$ cat src/design/mfbp_pkg.sv
package mfbp_pkg;

    // payload widths of the channels
    localparam int FIELD_W = 16;
    localparam int WIDTH_W = 5;
    localparam int BYTE_W  = 8;

    // default field width limit and front/back queue depth
    localparam int MAX_FIELD_WIDTH_DEF = 16;
    localparam int QUEUE_DEPTH         = 2;

    // item codes
    localparam logic MODE_WRITE = 1'b0;
    localparam logic MODE_FLUSH = 1'b1;

    localparam logic [BYTE_W-1:0] PAD_BYTE = 8'hFF;

    // classified item handed from front to back
    typedef struct packed {
        logic               flush;
        logic [FIELD_W-1:0] bits;   // already masked to width
        logic [WIDTH_W-1:0] width;  // already saturated
    } t_item;

endpackage

$ cat src/design/mfbp_if.sv
interface mfbp_in_if;
    logic                         valid;
    logic                         ready;
    logic                         mode;
    logic [mfbp_pkg::FIELD_W-1:0] field_bits;
    logic [mfbp_pkg::WIDTH_W-1:0] field_width;

    modport source (output valid, mode, field_bits, field_width, input ready);
    modport sink   (input valid, mode, field_bits, field_width, output ready);
endinterface

interface mfbp_out_if;
    logic                        valid;
    logic                        ready;
    logic [mfbp_pkg::BYTE_W-1:0] out_byte;
    logic                        last;

    modport source (output valid, out_byte, last, input ready);
    modport sink   (input valid, out_byte, last, output ready);
endinterface

$ cat src/design/mfbp_front.sv
module mfbp_front #(
    parameter int MAX_FIELD_WIDTH = mfbp_pkg::MAX_FIELD_WIDTH_DEF
) (
    mfbp_in_if.sink         i_in,
    input  logic            i_full,
    output logic            o_push,
    output mfbp_pkg::t_item o_item
);

    localparam logic [mfbp_pkg::WIDTH_W:0] MAX_WX = (mfbp_pkg::WIDTH_W+1)'(MAX_FIELD_WIDTH);

    logic                         sat;
    logic [mfbp_pkg::WIDTH_W-1:0] eff_w;
    logic [mfbp_pkg::FIELD_W-1:0] mask;

    always_comb begin
        sat   = {1'b0, i_in.field_width} > MAX_WX;
        eff_w = sat ? MAX_WX[mfbp_pkg::WIDTH_W-1:0] : i_in.field_width;
        // shift of 16 or more clears the whole field -> full mask
        mask  = ~({mfbp_pkg::FIELD_W{1'b1}} << eff_w);
    end

    assign i_in.ready = !i_full;
    assign o_push     = i_in.valid && !i_full;

    always_comb begin
        if (i_in.mode == mfbp_pkg::MODE_FLUSH) begin
            o_item.flush = 1'b1;
            o_item.bits  = '0;
            o_item.width = '0;
        end else begin
            o_item.flush = 1'b0;
            o_item.bits  = i_in.field_bits & mask;
            o_item.width = eff_w;
        end
    end

endmodule

$ cat src/design/mfbp_queue.sv
module mfbp_queue (
    input  logic            i_clk,
    input  logic            i_rst_n,
    input  logic            i_push,
    input  mfbp_pkg::t_item i_item,
    input  logic            i_pop,
    output logic            o_full,
    output logic            o_empty,
    output mfbp_pkg::t_item o_head
);

    localparam int DEPTH = mfbp_pkg::QUEUE_DEPTH;
    localparam int PTR_W = (DEPTH > 1) ? $clog2(DEPTH) : 1;
    localparam int CNT_W = $clog2(DEPTH + 1);

    mfbp_pkg::t_item r_mem [DEPTH];
    logic [PTR_W-1:0] r_wr, n_wr;
    logic [PTR_W-1:0] r_rd, n_rd;
    logic [CNT_W-1:0] r_count, n_count;

    assign o_full  = (r_count == CNT_W'(DEPTH));
    assign o_empty = (r_count == '0);
    assign o_head  = r_mem[r_rd];

    always_comb begin
        n_wr    = r_wr;
        n_rd    = r_rd;
        n_count = r_count;
        if (i_push) begin
            n_wr = (r_wr == PTR_W'(DEPTH - 1)) ? '0 : r_wr + PTR_W'(1);
        end
        if (i_pop) begin
            n_rd = (r_rd == PTR_W'(DEPTH - 1)) ? '0 : r_rd + PTR_W'(1);
        end
        if (i_push && !i_pop) begin
            n_count = r_count + CNT_W'(1);
        end else if (!i_push && i_pop) begin
            n_count = r_count - CNT_W'(1);
        end
    end

    always_ff @(posedge i_clk) begin
        if (!i_rst_n) begin
            r_wr    <= '0;
            r_rd    <= '0;
            r_count <= '0;
        end else begin
            r_wr    <= n_wr;
            r_rd    <= n_rd;
            r_count <= n_count;
        end
    end

    always_ff @(posedge i_clk) begin
        if (i_push) begin
            r_mem[r_wr] <= i_item;
        end
    end

endmodule

$ cat src/design/mfbp_back.sv
module mfbp_back #(
    parameter int MAX_FIELD_WIDTH = mfbp_pkg::MAX_FIELD_WIDTH_DEF
) (
    input  logic            i_clk,
    input  logic            i_rst_n,
    input  logic            i_empty,
    input  mfbp_pkg::t_item i_head,
    output logic            o_pop,
    mfbp_out_if.source      o_out
);

    localparam int BW    = mfbp_pkg::BYTE_W;
    localparam int ACC_W = BW + MAX_FIELD_WIDTH;
    localparam int EXT_W = (ACC_W > mfbp_pkg::FIELD_W) ? ACC_W : mfbp_pkg::FIELD_W;
    localparam int CNT_W = $clog2(ACC_W + 1);

    // bits gathered, left aligned; bits below the top r_cnt are always zero
    logic [ACC_W-1:0] r_acc, n_acc;
    logic [CNT_W-1:0] r_cnt, n_cnt;

    logic          r_out_valid, n_out_valid;
    logic [BW-1:0] r_out_byte, n_out_byte;
    logic          r_out_last, n_out_last;

    logic             emitting;
    logic             slot_free;
    logic [EXT_W-1:0] fld_ext;
    logic [ACC_W-1:0] fld;
    logic [CNT_W-1:0] sh;
    logic [CNT_W-1:0] cnt_after;

    assign emitting  = (r_cnt >= CNT_W'(BW));
    assign slot_free = !r_out_valid || o_out.ready;
    assign o_pop     = !emitting && !i_empty;

    assign o_out.valid    = r_out_valid;
    assign o_out.out_byte = r_out_byte;
    assign o_out.last     = r_out_last;

    always_comb begin
        fld_ext   = EXT_W'(i_head.bits);
        fld       = fld_ext[ACC_W-1:0];
        sh        = CNT_W'(ACC_W) - r_cnt - CNT_W'(i_head.width);
        cnt_after = r_cnt - CNT_W'(BW);

        n_acc       = r_acc;
        n_cnt       = r_cnt;
        n_out_valid = r_out_valid && !o_out.ready;
        n_out_byte  = r_out_byte;
        n_out_last  = r_out_last;

        if (emitting) begin
            if (slot_free) begin
                n_out_valid = 1'b1;
                n_out_byte  = r_acc[ACC_W-1 -: BW];
                n_out_last  = (cnt_after < CNT_W'(BW));
                n_acc       = r_acc << BW;
                n_cnt       = cnt_after;
            end
        end else if (!i_empty) begin
            if (i_head.flush) begin
                // pad with ones up to a whole byte; nothing to send when empty
                if (r_cnt != '0) begin
                    n_acc = r_acc | {mfbp_pkg::PAD_BYTE >> r_cnt[2:0],
                                     {MAX_FIELD_WIDTH{1'b0}}};
                    n_cnt = CNT_W'(BW);
                end
            end else begin
                n_acc = r_acc | (fld << sh);
                n_cnt = r_cnt + CNT_W'(i_head.width);
            end
        end
    end

    always_ff @(posedge i_clk) begin
        if (!i_rst_n) begin
            r_acc       <= '0;
            r_cnt       <= '0;
            r_out_valid <= 1'b0;
        end else begin
            r_acc       <= n_acc;
            r_cnt       <= n_cnt;
            r_out_valid <= n_out_valid;
        end
    end

    always_ff @(posedge i_clk) begin
        r_out_byte <= n_out_byte;
        r_out_last <= n_out_last;
    end

endmodule

$ cat src/design/msb_first_bit_packer.sv
// MSB-first bit packer. Each input beat either appends the low
// field_width bits of field_bits (most significant bit first, width
// saturated at MAX_FIELD_WIDTH) or flushes the pending partial byte padded
// with ones. Completed bytes leave one per output beat, first bit in bit 7,
// with last set on the final byte an input beat caused; a write of zero
// width or a flush with nothing pending sends nothing. Flow: the front
// takes a beat whenever its two-entry queue has room; the back loads an
// item into its bit accumulator and then sends each completed byte through
// the single output register, which the receiver can stall, and pops the
// next item only once fewer than eight bits are pending.
module msb_first_bit_packer #(
    parameter int MAX_FIELD_WIDTH = mfbp_pkg::MAX_FIELD_WIDTH_DEF
) (
    input  logic        i_clk,
    input  logic        i_rst_n,
    mfbp_in_if.sink     i_in,
    mfbp_out_if.source  o_out
);

    // front -> queue
    logic            push;
    logic            full;
    mfbp_pkg::t_item item;

    // queue -> back
    logic            pop;
    logic            empty;
    mfbp_pkg::t_item head;

    // Front: saturates the width, masks the field, classifies write/flush.
    mfbp_front #(
        .MAX_FIELD_WIDTH (MAX_FIELD_WIDTH)
    ) u_front (
        .i_in   (i_in),
        .i_full (full),
        .o_push (push),
        .o_item (item)
    );

    // Short queue so the input side keeps flowing while bytes drain.
    mfbp_queue u_queue (
        .i_clk   (i_clk),
        .i_rst_n (i_rst_n),
        .i_push  (push),
        .i_item  (item),
        .i_pop   (pop),
        .o_full  (full),
        .o_empty (empty),
        .o_head  (head)
    );

    // Back: bit accumulator plus output register; one byte per beat.
    mfbp_back #(
        .MAX_FIELD_WIDTH (MAX_FIELD_WIDTH)
    ) u_back (
        .i_clk   (i_clk),
        .i_rst_n (i_rst_n),
        .i_empty (empty),
        .i_head  (head),
        .o_pop   (pop),
        .o_out   (o_out)
    );

endmodule

$ cat src/flat_wrapper.sv
// flat-port wrapper written by rule: the top's interface ports become plain ports
module msb_first_bit_packer_flat 
#(
    parameter int MAX_FIELD_WIDTH = mfbp_pkg::MAX_FIELD_WIDTH_DEF
)
  (i_clk, i_rst_n, i_in_valid, i_in_mode, i_in_field_bits, i_in_field_width, i_in_ready, o_out_valid, o_out_out_byte, o_out_last, o_out_ready);
  mfbp_in_if i_in_i ();
  mfbp_out_if o_out_i ();
  input  logic i_clk;
  input  logic i_rst_n;
  input wire logic [$bits(i_in_i.valid)-1:0] i_in_valid;
  input wire logic [$bits(i_in_i.mode)-1:0] i_in_mode;
  input wire logic [$bits(i_in_i.field_bits)-1:0] i_in_field_bits;
  input wire logic [$bits(i_in_i.field_width)-1:0] i_in_field_width;
  output wire logic [$bits(i_in_i.ready)-1:0] i_in_ready;
  output wire logic [$bits(o_out_i.valid)-1:0] o_out_valid;
  output wire logic [$bits(o_out_i.out_byte)-1:0] o_out_out_byte;
  output wire logic [$bits(o_out_i.last)-1:0] o_out_last;
  input wire logic [$bits(o_out_i.ready)-1:0] o_out_ready;
  assign i_in_i.valid = i_in_valid;
  assign i_in_i.mode = i_in_mode;
  assign i_in_i.field_bits = i_in_field_bits;
  assign i_in_i.field_width = i_in_field_width;
  assign i_in_ready = i_in_i.ready;
  assign o_out_valid = o_out_i.valid;
  assign o_out_out_byte = o_out_i.out_byte;
  assign o_out_last = o_out_i.last;
  assign o_out_i.ready = o_out_ready;
  msb_first_bit_packer #(.MAX_FIELD_WIDTH(MAX_FIELD_WIDTH)) u_core (.i_clk(i_clk), .i_rst_n(i_rst_n), .i_in(i_in_i), .o_out(o_out_i));
endmodule
$ cat config.mk
export PLATFORM = sky130hd
export DESIGN_NAME = msb_first_bit_packer_flat
export DESIGN_NICKNAME = d
export VERILOG_FILES = /design/src/design/mfbp_pkg.sv /design/src/design/mfbp_if.sv /design/src/design/mfbp_front.sv /design/src/design/mfbp_queue.sv /design/src/design/mfbp_back.sv /design/src/design/msb_first_bit_packer.sv /design/src/flat_wrapper.sv
export SDC_FILE = /design/constraint.sdc
export NUM_CORES = 1
export LEC_CHECK = 0
export BUFFER_PORTS_ARGS = -buffer_cell sky130_fd_sc_hd__clkbuf_2
export CORE_ASPECT_RATIO = 1.2
export CORE_MARGIN = 2
export CORE_UTILIZATION = 28
export CTS_BUF_LIST = sky130_fd_sc_hd__clkbuf_16
export DETAILED_ROUTE_END_ITERATION = 10
export PLACE_DENSITY_LB_ADDON = 0.05
export SYNTH_ARGS = -nofsm -noshare
export SYNTH_HDL_FRONTEND = slang
export SYNTH_SLANG_ARGS = --single-unit
$ cat constraint.sdc
create_clock -name i_clk -period 4.8 [get_ports i_clk]
set_clock_uncertainty 0.1 [all_clocks]
set_input_delay 0.24 -clock i_clk [delete_from_list [all_inputs] [get_ports i_clk]]
set_output_delay 0.24 -clock i_clk [all_outputs]
set_load 0.02 [all_outputs]
### After elaboration in Yosys (flattened, before gate mapping)

Memory sizes are Yosys's and may differ from the RTL's. A register that Yosys moved wholly into a read port is not among the register bits.
Index checks and enable logic that the tools add are counted.

| storage, ports and cells | value |
|---|---|
| output and inout port bits | 11 |
| RAM bits | 44 |
| bits of input ports | 26 |
| word-level logic and storage cells | 71 |
| memories | 1 |
| flip-flop bits (word level) | 43 |

Memories:

| memory | words | bits a word | read ports | clocked after Yosys merged registers in | wr ports | line | source |
|---|---|---|---|---|---|---|---|
| u_core.u_queue.r_mem | 2 | 22 | 1 | 1 | 1 | mfbp_queue.sv:16 | `mfbp_pkg::t_item r_mem [DEPTH];` |

| operators by class | value |
|---|---|
| equality and inequality tests | 4 |
| shifts and indexed selects | 3 |
| add/sub/neg operators | 8 |
| bitwise logic cells | 4 |
| reductions and logical operators | 18 |
| $lt $le $gt $ge | 3 |
| multiplexer cells | 22 |

Operators with widths:

| cell | number |
|---|---|
| 24-bit two-way mux | 5 |
| 24-bit OR | 2 |
| 5-bit two-way mux | 6 |
| 16-bit by 5-bit left shift with 24-bit output | 1 |
| 22-bit two-way mux | 1 |
| 16-bit AND | 1 |
| 16-bit NOT | 1 |
| 16-bit by 5-bit left shift with 16-bit output, first input constant | 1 |
| 1-bit two-way mux | 8 |
| 8-bit by 3-bit right shift with 8-bit output, first input constant | 1 |
| 1-bit logical NOT | 7 |
| 5-bit adder | 1 |
| 5-bit by 4-bit greater-or-equal comparator with 1-bit output, second input constant | 1 |
| 5-bit greater-than comparator, second input constant | 1 |
| 1-bit logical AND | 5 |
| 5-bit by 4-bit < comparator with 1-bit output, second input constant | 1 |
| 5-bit nonzero test | 1 |
| 5-bit by 4-bit subtractor with 5-bit output, second input constant | 1 |
| 5-bit subtractor | 1 |
| 5-bit subtractor, first input constant | 1 |
| 2-bit two-way mux | 2 |
| 2-bit by 1-bit inequality test with 1-bit output, second input constant | 2 |
| 3-bit inequality test, second input constant | 1 |
| 3-bit AND reduction | 1 |
| other kinds (8) | 9 |

### Depth between registers and ports, before layout

Gate-level depths: netlist (run 1).

| logic depth | value |
|---|---|
| depth after elaboration | 7 |
| gate-level depth with buffers | 15 |
| gate-level depth less buffers | 11 |

### Modules after synthesis

Synthesis (run 1) repeated with hierarchy kept, for this count alone.

| unflattened totals | value |
|---|---|
| cell total of the unflattened synthesis | 484 |
| area, all modules | 5,166.2 sq um |

Modules (own cells, without submodules):

| module | seq. area each (sq um) | cells an instance | times used | area each (sq um) |
|---|---|---|---|---|
| mfbp_back | 870.8 | 345 | 1 | 3,069.2 |
| mfbp_queue | 1,421.4 | 90 | 1 | 1,798.0 |
| mfbp_front | 0.0 | 49 | 1 | 299.0 |

### Least setup slack after synthesis (run 1)

Ideal clock, no wire load.

| timing path | value |
|---|---|
| kind | reg2reg |
| from | register (tool-made name) |
| to | register u_core.u_back.r_acc[10] |
| period minus slack after synthesis | 3,695 ps |
| data required time | 4,570 ps |
| buffers on the path | 5 |
| arrival time | 3,464 ps |
| library setup time | 130 ps |
| path slack | 1,105 ps |
| cell stages (with the launch flop) | 14 |
| path through | dfxtp_1 > buf_6 > buf_6 > buf_6 > mux2_2 > ha_1 > inv_1 > fa_1 > ha_1 > clkbuf_1 > clkbuf_1 > mux4_2 > mux2i_1 > o22ai_1 |

RTL lines:

| what | line | source |
|---|---|---|
| end signal: assignment | mfbp_back.sv:81 | `r_acc <= n_acc;` |
| end: declaration | mfbp_back.sv:18 | `logic [ACC_W-1:0] r_acc, n_acc;` |

==> results of run 1 <==
flip-flops by register name, indices dropped and copies added, names as in the netlist, named ones only:
register                      cells
u_core.u_back.o_out.last          1
u_core.u_back.r_cnt               5
u_core.u_queue.r_count            2
u_core.u_queue.r_wr               1
u_core.u_queue.r_rd               1
u_core.u_back.o_out.out_byte      8
u_core.u_back.r_acc              24
u_core.u_queue.r_mem             44
u_core.u_back.o_out.valid         1
path summary, 6_finish.rpt:
check,start,end,slack (ns)
max,register,u_core.u_back.r_acc[12],0.95
max reg2reg,register,u_core.u_back.r_acc[12],0.95
min,i_in_field_bits[7],u_core.u_queue.r_mem[1][12],0.1
min reg2reg,u_core.u_back.r_acc[4],u_core.u_back.r_acc[4],0.36
final cells by class:
| class | count | share of cell area |
|---|---|---|
| Clock buffer | 9 | 0.03790 |
| Clock inverter | 7 | 0.009055 |
| Inverter | 17 | 0.01074 |
| Multi-Input combinational cell | 329 | 0.4603 |
| Sequential cell | 88 | 0.3860 |
| Tap cell | 252 | 0.05306 |
| Timing Repair Buffer | 46 | 0.04296 |
worst max-delay path: stages, from the launching register on:
cell and delay, ns:
dfxtp_2 0.39, buf_4 0.41, mux2i_1 0.42, fa_1 0.53, a21o_1 0.21, a21oi_2 0.19, xnor3_1 0.58, nand4_1 0.49
a211o_1 0.39, o21ai_1 0.06
cells by family after synthesis:
kind of cell             after synthesis
AND/OR/NAND/NOR                      125
buffers and inverters                 44
XOR/XNOR                              16
adder cells (fa/ha/maj)               18
AO/OA/AOI/OAI                        114
flip-flops                            88
multiplexers                          56
placed cells by master (no fill, tap or decap), types with 6 or more instances in the layout:
cell	Yosys	routed
edfxtp_1	53	53
buf_4	3	10
clkbuf_16	0	9
dfxtp_1	35	34
nand2_1	26	26
and3_1	6	6
a22oi_1	11	11
mux4_2	27	27
mux2i_1	23	23
a22o_1	6	6
nand2b_1	7	7
clkbuf_2	0	36
xnor2_1	7	7
o21ai_0	7	7
nand3_1	16	16
xor2_1	8	8
o22ai_1	8	8
a21oi_1	33	33
nor2_1	26	25
and2_1	9	9
inv_1	14	14
a31oi_1	8	8
ha_1	16	16
stage by stage:
step | power (mW) | instances | hold slack [ns] | utilization | setup WS, ns
2_1_floorplan | 3.213 | 461 | 0.2389 | - | 1.105
4_1_cts | 4.642 | 748 | 0.08996 | 0.3245 | 0.9299
3_5_place_dp | 3.960 | 732 | 0.3401 | 0.3093 | 0.9780
3_3_place_gp | 3.966 | 732 | 0.3360 | 0.3093 | 1.054
6_report | 4.613 | 748 | 0.09948 | 0.3245 | 0.9500
5_1_grt | 4.976 | 748 | 0.1080 | 0.3245 | 0.6022
layer usage:
metal	vias to the layer above	routed length, µm
li1	1841	-
met1	1835	6133
met2	100	7065
met3	22	466
met4	0	318
met5	-	0
power groups by stage:
stage | combinational (mW) | clock [mW] | sequential, mW
3_5_place_dp | 2.82 | 0 | 1.14
6_report | 2.82 | 0.666 | 1.12
5_1_grt | 3.11 | 0.716 | 1.15
4_1_cts | 2.83 | 0.684 | 1.12
2_1_floorplan | 2.07 | 0 | 1.14
3_3_place_gp | 2.83 | 0 | 1.14
==> flow_summary.yaml, run 1 <==
pwr:
  net-switching-power_mw: 2.176
  power.density_nw_per_um2: 776.3
  combPwrFrac: 0.612
  clkPwrFrac: 0.144
  share_seq_of_total_power: 0.243
  vdd_drop_max_v: 0.0003153
  p_sw_frac: 0.4717
  p_leak_nw: 2.149
  internal_power_mw: 2.437
finish:
  antennaDiodeCount: 0
  final_area_um2: 5942
  drive_above_1_share: 0.2198
  multi_input_area_um2: 2735
  synthToLayoutAreaGrowth_pct: 13.15
  n_fill_cell: 1849
  seq_area_um2: 2293
  layout.nets: 535
synthesis:
  async_flop_share: 0
  syn_area_per_cell_um2: 11.39
  synthSimpleGateAreaFrac: 0.1277
  yosys.area.top_type_share: 0.3031
  synthMuxAreaShare: 0.1732
  ys_warn_count: 0
  synth_fa_ha_area_frac: 0.04575
  yosysSeqAreaShare: 0.4365
  yosysMostFrequentCell: "edfxtp_1"
  synth_edf_count: 53
  yosys-top-cells-area: "edfxtp_1 30%, dfxtp_1 13%, mux4_2 12%"
  synthXorXnorAreaFrac: 0.02931
  synth_commonest_cells: "53 x edfxtp_1, 35 x dfxtp_1, 33 x a21oi_1"
  syn-num-nets: 505
  synth-compound-area-share: 0.1444
  synth_area_leader_cell: "edfxtp_1"
  synth_top_family_by_area: "multiplexers"
  synth_top_flop_cell: "edfxtp_1"
  ys_ff_latch: 88
  syn-cell-area_um2: 5251
  synth_cells: 461
  ys_types: 62
hold_path:
  holdPathStages: 2
  hold_class: "in2reg"
cts:
  clkLatencyLatePin_ns: 0.35
  clkSinkCount: 88
  clockRootBuffer: "clkbuf_16"
  post_cts_buffers: 0
  cts.reportedPaths.clkPinSlew_ns: 0.07
  cts_tree: "yes"
  clock_path_buffers: 2
  hold_buffers: 0
  cts_max_level: 3
  cts_buffers: 9
  post_cts_resized: 0
grt:
  grt_busiest_layer: "met2"
  grt.total_usage: 0.1485
  first_global_vias: 3941
  grt.met1_usage: 0.1859
  grt_pass1_wl_um: 22600
  grt_overflow: 0
  met2_usage: 0.2560
  antenna_found_initial: 0
  use_met3: 0.02227
  grt_max_degree: 26
routing:
  wl_per_cell_um: 18.70
  dr.pass1.iters: 4
  drt_iter0_drc: 253
  vias: 3798
  routed_wirelength_um: 13980
  drtAntennaViolNets: 0
  drc_errors: 0
  vias_per_cell: 5.078
setup_path:
  path_class: "reg2reg"
  reg2reg_depth: 9
  crit_path_end_kind: "register"
  crit_fanout: 25
  crit_arrival_ns: 4.03
  worst_ep_required_time_ns: 4.98
  critPathLaunchType: "register"
placed_design:
  hpwlAfterDp_um: 10800
  portBuffers: 36
  dpl_cell_area_um2: 5663
  gp_congestion: 0.7933
sta:
  fin_crit_ns: 3.850
  rsz0062_at_grt: "no"
  hold_viol: 0
  setup_viol: 0
  fin_tns_setup_ns: 0
  slew_headroom: 0.2886
  clock.fmax_mhz: 259.7
  slew_violations: 0
  worst_slew_pin_slew_ns: 1.067
  post-route-period-util: 0.8021
floorplan:
  die-area_um2: 19870
  chipHeight_um: 154.0
  num_rows: 54
  coreArea_um2: 18310
  io-pin-count: 37
  initial_core_util: 0.2868
  die_width_um: 129.0
status:
  status: "finished clean"
run:
  maxCapViolCount: 0
No activity file was read; power rests on OpenSTA's default activity.
==> run 2: changes to the inputs <==
--- a/config.mk
+++ b/config.mk
@@ -5,6 +5,7 @@
 export SDC_FILE = /design/constraint.sdc
 export NUM_CORES = 1
 export LEC_CHECK = 0
+export ABC_AREA = 1
 export BUFFER_PORTS_ARGS = -buffer_cell sky130_fd_sc_hd__clkbuf_2
 export CORE_ASPECT_RATIO = 1.2
 export CORE_MARGIN = 2
==> constraint.sdc (replaced) <==
create_clock -name i_clk -period 3.4 [get_ports i_clk]
set_clock_uncertainty 0.1 [all_clocks]
set_input_delay 0.17 -clock i_clk [delete_from_list [all_inputs] [get_ports i_clk]]
set_output_delay 0.17 -clock i_clk [all_outputs]
set_load 0.02 [all_outputs]
==> run 2 against run 1 <==
Compared with the run above: synthesized cell count rose by 47%; critical path depth rose by 6; first-iteration DRC count rose by 5.9%; sequential share of layout area barely moved; non-clock buffer count rose by 9; sequential cell count did not move; area after synthesis fell by 2.4%; routed wire length rose by 11%; setup slack got worse by 0.62 ns; critical path type unchanged; largest cell class unchanged; highest routed layer unchanged.
==> flow_summary.yaml, run 2 <==
status:
  status: "finished clean"
synthesis:
  yosys.area.top_type_share: 0.3104
  async_flop_share: 0
  syn-cell-area_um2: 5127
  synth_cells: 678
  ys_ff_latch: 88
  ys_types: 37
  syn_area_per_cell_um2: 7.563
  yosys-top-cells-area: "edfxtp_1 31%, nand2_1 14%, dfxtp_1 14%"
  yosysSeqAreaShare: 0.4470
  ys_warn_count: 0
  synth_commonest_cells: "193 x nand2_1, 125 x nand3_1, 63 x nor2_1"
  synth_top_flop_cell: "edfxtp_1"
  synth_area_leader_cell: "edfxtp_1"
  yosysMostFrequentCell: "nand2_1"
  syn-num-nets: 722
  synth_edf_count: 53
routing:
  routed_wirelength_um: 15510
  drc_errors: 0
  vias: 4539
  drtAntennaViolNets: 0
  vias_per_cell: 4.798
  dr.pass1.iters: 6
  drt_iter0_drc: 268
  wl_per_cell_um: 16.40
setup_path:
  worst_ep_required_time_ns: 3.52
  crit_path_end_kind: "register"
  path_class: "reg2reg"
  cp_top_family: "simple AND/OR/NAND/NOR gates"
  cp_slowest_stage_delay_ns: 0.54
  crit_fanout: 20
  path_depth: 15
  critical-path-slowest-cell: "fa_1"
  crit_arrival_ns: 3.20
  cp_num_buf_inv: 3
  path_common_cell: "nand2_1"
  crit_path_cell_trace: "inv_2 > or2_2 > o21ai_0 > fa_1 > ha_1 > nor2_1 > xor2_2 > inv_1 > buf_6 > nand3_1 > nand3_1 > nand2_1 > nand2_1 > nand2_1 > a21oi_1"
  critPathLaunchType: "register"
  reg2reg_depth: 15
cts:
  cts_max_level: 3
  cts_tree: "yes"
  cts.reportedPaths.clkPinSlew_ns: 0.07
  hold_buffers: 0
  clockRootBuffer: "clkbuf_16"
  clock_path_buffers: 2
  clkLatencyLatePin_ns: 0.35
  clkSinkCount: 88
  cts_buffers: 9
floorplan:
  die-area_um2: 19420
  die_width_um: 127.5
  initial_core_util: 0.2842
  num_rows: 54
  coreArea_um2: 18040
  io-pin-count: 37
  chipHeight_um: 152.2
finish:
  layout_common_cells: "193 x nand2_1, 125 x nand3_1, 61 x nor2_1"
  top_register: "u_core.u_queue.r_mem"
  antennaDiodeCount: 0
  largest_reg_flops: 44
  layout.nets: 761
  drive_above_1_share: 0.1274
  synthToLayoutAreaGrowth_pct: 15.93
  layout_commonest_cell: "nand2_1"
sta:
  fin_crit_ns: 3.073
  clock.fmax_mhz: 325.5
  fin_tns_setup_ns: 0
  slew_headroom: 0.6324
  slew_violations: 0
  worst_slew_pin_slew_ns: 0.5509
  rsz0062_at_grt: "no"
  hold_viol: 0
  post-route-period-util: 0.9037
  setup_viol: 0
hold_path:
  hold_class: "in2reg"
  holdPathStages: 3
grt:
  grt_pass1_wl_um: 24740
  first_global_vias: 4569
  antenna_found_initial: 0
  grt.total_usage: 0.1643
  grt_overflow: 0
  grt_max_degree: 23
placed_design:
  hpwlAfterDp_um: 12510
  gp_congestion: 0.8786
  portBuffers: 36
run:
  maxCapViolCount: 0
[run 2: area by class of cell]
type,count,area [µm²]
Sequential cell,88,2292
Clock buffer,9,225.2
Clock inverter,7,111.4
Multi-Input combinational cell,508,2500
Inverter,55,209.0
Tap cell,224,280.3
Fill cell,1957,12100
Timing Repair Buffer,55,326.6
[run 2: routing by layer]
metal | global-route usage | up-vias | share of wire
met5 | 0 | - | 0
met4 | 0.05808 | 0 | 0.017
met3 | 0.01896 | 17 | 0.024
met2 | 0.2987 | 77 | 0.52
met1 | 0.1982 | 2107 | 0.44
li1 | - | 2338 | -
[run 2: stage by stage]
step / cells / setup slack, ns / utilization / area [µm²] / hold WS [ns]
4_1_cts: 945 / 0.2392 / 0.3289 / 5933 / 0.02780
3_5_place_dp: 929 / 0.2635 / 0.3102 / 5597 / 0.3268
6_report: 946 / 0.3274 / 0.3295 / 5944 / 0.03776
3_3_place_gp: 929 / 0.3171 / 0.3102 / 5597 / 0.3364
2_1_floorplan: 678 / 0.3511 / - / 5127 / 0.1689
5_1_grt: 946 / 0.01636 / 0.3295 / 5944 / 0.05322
[run 2: kinds of logic (layout without fill, tap and decap cells)]
logic type	count (synthesis)	count (layout)	share of synthesized area
compound gates	79	79	0.08687
xor+xnor	7	7	0.01342
fa+ha+maj	18	18	0.04685
flops	88	88	0.4470
buf+inv	82	126	0.06638
simple gates	404	404	0.3394
[run 2: tightest hold or removal path, cell delays in order]
cell and delay, ns:
clkbuf_2 0.07, nand3_1 0.06, inv_1 0.07
[run 2: final timing paths]
path	start	to	slack, ns
worst max-delay path	register	u_core.u_back.r_acc[18]	0.33
worst min-delay path	i_in_field_bits[0]	u_core.u_queue.r_mem[1][5]	0.04
worst max register to register	register	u_core.u_back.r_acc[18]	0.33
worst min register to register	u_core.u_back.r_acc[16]	u_core.u_back.o_out.out_byte[0]	0.34
[run 2: repair_timing]
item	in CTS	in global routing
setup endpoints to repair	0	1
resized for setup	0	1
buffers inserted	0	1
endpoints found under the hold margin	0	0
Power of run 2 is left out: the tool's default activity adds up to more than one toggle a clock period on the data nets, which glitch-free logic cannot reach.
